**config.mk**
```make
export PLATFORM = sky130hd
export DESIGN_NAME = ctrl_collect
export DESIGN_NICKNAME = d
export VERILOG_FILES = /design/src/rtl/ctrl_pkg.sv /design/src/rtl/ctrl_collect.sv
export SDC_FILE = /design/constraint.sdc
export NUM_CORES = 1
export LEC_CHECK = 0
export BUFFER_PORTS_ARGS = -buffer_cell sky130_fd_sc_hd__buf_2
export CORE_MARGIN = 5
export CORE_UTILIZATION = 61
export DETAILED_ROUTE_END_ITERATION = 8
export PLACE_DENSITY = 0.8
export RECOVER_POWER = 25
export SYNTH_ARGS = -nofsm -noshare
export SYNTH_HDL_FRONTEND = slang
export SYNTH_SLANG_ARGS = --single-unit
```
**constraint.sdc**
```tcl
create_clock -name clk_i -period 3.9 [get_ports clk_i]
set_clock_uncertainty 0.1 [all_clocks]
set_input_delay 0 -clock clk_i [delete_from_list [all_inputs] [get_ports clk_i]]
set_output_delay 0 -clock clk_i [all_outputs]
set_load 0.1 [all_outputs]
```
**src/rtl/ctrl_pkg.sv**
```systemverilog
// ----------------------------------------------------------------------------
// ctrl_pkg
// Shared types and constants of the hashed credential table: status codes,
// request kinds, sequencer states and the result record.
// ----------------------------------------------------------------------------
package ctrl_pkg;

  localparam logic [31:0] HASH_SEED    = 32'd5381;
  localparam int unsigned USER_COUNT_W = 7;
  localparam int unsigned STATUS_W     = 3;

  typedef enum logic [STATUS_W-1:0] {
    ST_OK        = 3'd0,
    ST_EMPTY     = 3'd1,
    ST_FULL      = 3'd2,
    ST_TAKEN     = 3'd3,
    ST_NOT_FOUND = 3'd4,
    ST_WRONG_PW  = 3'd5
  } status_e;

  typedef enum logic {
    ACT_REGISTER = 1'b0,
    ACT_LOGIN    = 1'b1
  } action_e;

  typedef enum logic [2:0] {
    S_IDLE,
    S_CHECK,
    S_RD_ENTRY,
    S_CMP_LEN,
    S_CMP_BYTE,
    S_MISS,
    S_WRITE,
    S_DONE
  } state_e;

  typedef struct packed {
    logic                    ok;
    status_e                 status;
    logic [USER_COUNT_W-1:0] user_count;
  } result_t;

endpackage

```
**src/rtl/ctrl_collect.sv**
```systemverilog
// ----------------------------------------------------------------------------
// ctrl_collect
// Request collector: buffers name bytes, counts the name length and folds
// password bytes into the running djb2 hash.
// ----------------------------------------------------------------------------
module ctrl_collect #(
  parameter int unsigned NAME_FIELD_BYTES = 32,
  localparam int unsigned KEEP   = NAME_FIELD_BYTES - 1,
  localparam int unsigned LEN_W  = $clog2(NAME_FIELD_BYTES + 1),
  localparam int unsigned BIDX_W = (KEEP > 1) ? $clog2(KEEP) : 1
) (
  input  logic              clk_i,
  input  logic              rst_ni,
  input  logic              fire_i,
  input  logic [7:0]        char_i,
  input  logic              clear_i,
  input  logic [BIDX_W-1:0] buf_idx_i,
  output logic [7:0]        buf_byte_o,
  output logic              final_o,
  output logic [LEN_W-1:0]  name_len_o,
  output logic              pw_nonempty_o,
  output logic [31:0]       hash_o
);
  import ctrl_pkg::*;

  logic              in_pw_q, in_pw_d;
  logic [LEN_W-1:0]  len_q, len_d;
  logic              pw_ne_q, pw_ne_d;
  logic [31:0]       hash_q, hash_d;
  logic [7:0]        buf_q [KEEP];
  logic              buf_we;

  always_comb begin
    in_pw_d = in_pw_q;
    len_d   = len_q;
    pw_ne_d = pw_ne_q;
    hash_d  = hash_q;
    buf_we  = 1'b0;
    if (clear_i) begin
      in_pw_d = 1'b0;
      len_d   = '0;
      pw_ne_d = 1'b0;
      hash_d  = HASH_SEED;
    end else if (fire_i) begin
      if (!in_pw_q) begin
        if (char_i == 8'd0) begin
          in_pw_d = 1'b1;
        end else begin
          buf_we = (len_q < LEN_W'(KEEP));
          if (len_q < LEN_W'(NAME_FIELD_BYTES)) begin
            len_d = len_q + LEN_W'(1);
          end
        end
      end else if (char_i != 8'd0) begin
        // hash * 33 + byte
        hash_d  = (hash_q << 5) + hash_q + {24'd0, char_i};
        pw_ne_d = 1'b1;
      end
    end
  end

  always_ff @(posedge clk_i or negedge rst_ni) begin
    if (!rst_ni) begin
      in_pw_q <= 1'b0;
      len_q   <= '0;
      pw_ne_q <= 1'b0;
      hash_q  <= HASH_SEED;
    end else begin
      in_pw_q <= in_pw_d;
      len_q   <= len_d;
      pw_ne_q <= pw_ne_d;
      hash_q  <= hash_d;
    end
  end

  always_ff @(posedge clk_i) begin
    if (buf_we) begin
      buf_q[len_q[BIDX_W-1:0]] <= char_i;
    end
  end

  assign buf_byte_o    = buf_q[buf_idx_i];
  assign final_o       = fire_i && in_pw_q && (char_i == 8'd0);
  assign name_len_o    = len_q;
  assign pw_nonempty_o = pw_ne_q;
  assign hash_o        = hash_q;

endmodule

```
==> metrics.txt <==
post-CTS resize count 0; non-filler instance count after layout 1231; post-route worst setup slack ~0.4 ns; Rel. slew slack -0.534; synth unique cells 57; Final Hold Vio Count 0; final setup fails 0; WL final 28.8 mm; Via Count around 7700; placed inst area approximately 14000 um^2; Critical Path AT 3.83 ns; post-layout util 0.690; Sink Count about 290; VDD IR max 0.000346 V; Initial DRC Count 572; GRT Total Usage 0.241; CTS tree yes; cts bufs inserted 28; Initial Utilization 0.614; final worst path period share 0.899; r2r setup slk 0.46 ns; Net count, final 1015; Cell Rows 54; Root Driver clkbuf_16; Inst Count DP between 1000 and 1500; ant diodes 0; Tightest Pin Transition 2.30 ns; Req. time, crit path about 4.2 ns; post-synthesis cell count 848; syn_nets 931; antenna-violating nets left 0; area delta synth->final 12.4%; placed wire-length estimate 19.2 mm; unrepaired setup endpoints after global routing no; hold buffers post-CTS 12; core area 21600 um^2; P_leak 5.48 nW; failing checks max-capacitance violations, max-slew violations; clk_lat worst skew 0.54 ns; outcome finished, violations left; initial antenna violation count 0; CP Max Fanout 15; Post-Syn Area 13300 um^2; CP Capture Type flop; Pwr Density about 430 nW/um^2; EDFF count, synth 248; Worst Setup Start Kind input port; drt drc 0; cell area after layout 14900 um^2; first-pass GRT wire length around 46 mm; Setup WS pre-CTS 0.483 ns; PortBufs 64; grt total ovfl 0; CTS clock-pin slew for the worst setup and hold paths 0.06 ns; Setup TNS Final 0 ns; layout cells sized above 1 0.215; top_reg_cell synth edfxtp_1; ys async rst share 0.139; vias per cell 6.22; post-synthesis sequential area ratio 0.637; Post-CTS Setup Bufs 0; Worst Hold Class in -> reg; CTS max path bufs 3; Max Freq 285 MHz; Period minus WS final 3.51 ns; Worst Setup Path Type in -> reg; H-tree Lvls 1; max-slew violation count 41; vias in the first global route between 7000 and 8000; Post-Syn Area per Cell 15.7 um^2; Die Ht approximately 160 um; RePlAce Congestion 0.897; Pre-antenna DRT Iters 5; WL/cell 23.4 um; MaxCap Viol Count 1; Yosys Warn Count 0; Die Width between 150 and 200 um; I/O pins 65; pin count of the biggest net entering global routing 48; Seq cells post-synth 288; Die ar. 24800 um^2
## power breakdown
group	switching, mW	internal [mW]
Clock	1.10	1.48
Combinational	0.296	0.146
Sequential	0.00630	3.36
## per-layer routing
metal | vias up | wire length, um | GRT usage
li1 | 3471 | - | -
met1 | 3849 | 11700 | 0.334
met2 | 304 | 14400 | 0.404
met3 | 30 | 2280 | 0.0514
met4 | 0 | 465 | 0.0492
met5 | - | 0 | 0
## logic make-up after synthesis
| kind of cell | after synthesis | synth area share |
|---|---|---|
| DFF | 288 | 0.637 |
| and+or+nand+nor | 203 | 0.0712 |
| adders and majority gates | 66 | 0.0645 |
| xor gates and xnor gates | 26 | 0.0171 |
| buffers and inverters | 56 | 0.0164 |
| AOI/OAI and AO/OA | 118 | 0.0568 |
| muxes | 91 | 0.137 |
## synthesized netlist by cell type, drive strengths merged, types with 2 or more instances
cell,n,area [um^2]
nor3b,2,15.0
nand3,18,90.1
nor3,10,50.1
a21oi,48,248
nand2,73,274
and4,2,17.5
mux2i,11,110
clkbuf,28,105
mux4,72,1620
o41ai,2,25.0
o21bai,2,15.0
nor4,2,12.5
fa,4,80.1
nand2b,6,37.5
or3,3,18.8
a31oi,5,46.3
o21ai,27,146
nor4b,4,35.0
and2,2,15.0
xor2,10,87.6
inv,17,63.8
nor2,56,210
nand3b,7,52.6
a21boi,2,15.0
mux2,8,90.1
a21o,9,67.6
o311ai,2,17.5
and3,5,31.3
dfrtp,35,876
xnor2,16,140
o21a,4,30.0
dfstp,5,131
nor2b,6,37.5
nand4,5,31.3
ha,62,776
o211ai,6,45.0
edfxtp,248,7450
or3b,2,17.5
o31a,2,17.5
buf,11,48.8
## path summary, 6_finish.rpt
check	startpoint	cells past startpoint	end
setup / recovery	char_i[5]	15	hash_o[31]
min in group asynchronous	rst_ni	2	hash_o[28]
hold / removal	char_i[4]	2	buf_q[11][4]
setup reg to reg	hash_o[0]	13	hash_o[31]
hold reg to reg	pw_nonempty_o	2	pw_nonempty_o
max in group asynchronous	rst_ni	2	hash_o[30]
## stage by stage
stage / hold slack [ns] / power [mW]
floorplan: -0.396 / 3.72
global placement: 0.0897 / 3.85
detailed placement: 0.0927 / 3.86
CTS: 0.0602 / 6.42
global route: 0.348 / 6.60
finish: 0.370 / 6.38
## area by class of cell
cell class	instances	area, um^2
flip-flops and latches	288	8450
fillers	1381	6690
multi-input cells	504	4610
clock buffers	35	748
repair buffers	93	586
well taps	280	350
clock inverters	14	119
inverters	17	63.8
## state kept, by name, summed over array words and instances (netlist names)
signal         count
name_len_o         6
hash_o            32
in_pw_q            1
pw_nonempty_o      1
buf_q            248
## cells in the final DEF (no fill, tap or decap), types with 6 or more instances in the layout
master,count
edfxtp_1,248
inv_1,17
nand2_1,73
buf_4,16
a21oi_1,46
nand3b_1,7
nand3_1,18
dfrtp_1,35
o211ai_1,6
ha_1,62
clkbuf_16,29
xor2_1,10
clkbuf_1,14
nor2b_1,6
dlygate4sd3_1,12
nor2_1,56
mux2_2,8
nor3_1,10
xnor2_1,16
mux4_2,72
nand2b_1,6
o21ai_0,26
buf_2,55
mux2i_1,11
a21o_1,9
## worst max-delay path: stages
cell and delay, ns:
dlygate4sd3_1 0.52, clkbuf_1 0.47, inv_1 0.16, fa_1 0.56, inv_1 0.04, ha_1 0.35
o211ai_1 0.10, a21oi_1 0.22, o211ai_1 0.16, a21o_1 0.24, o31a_1 0.28, a41o_1 0.23
xnor2_1 0.14, o21a_1 0.17, o21a_1 0.17
No activity file was read; power rests on OpenSTA's default activity.
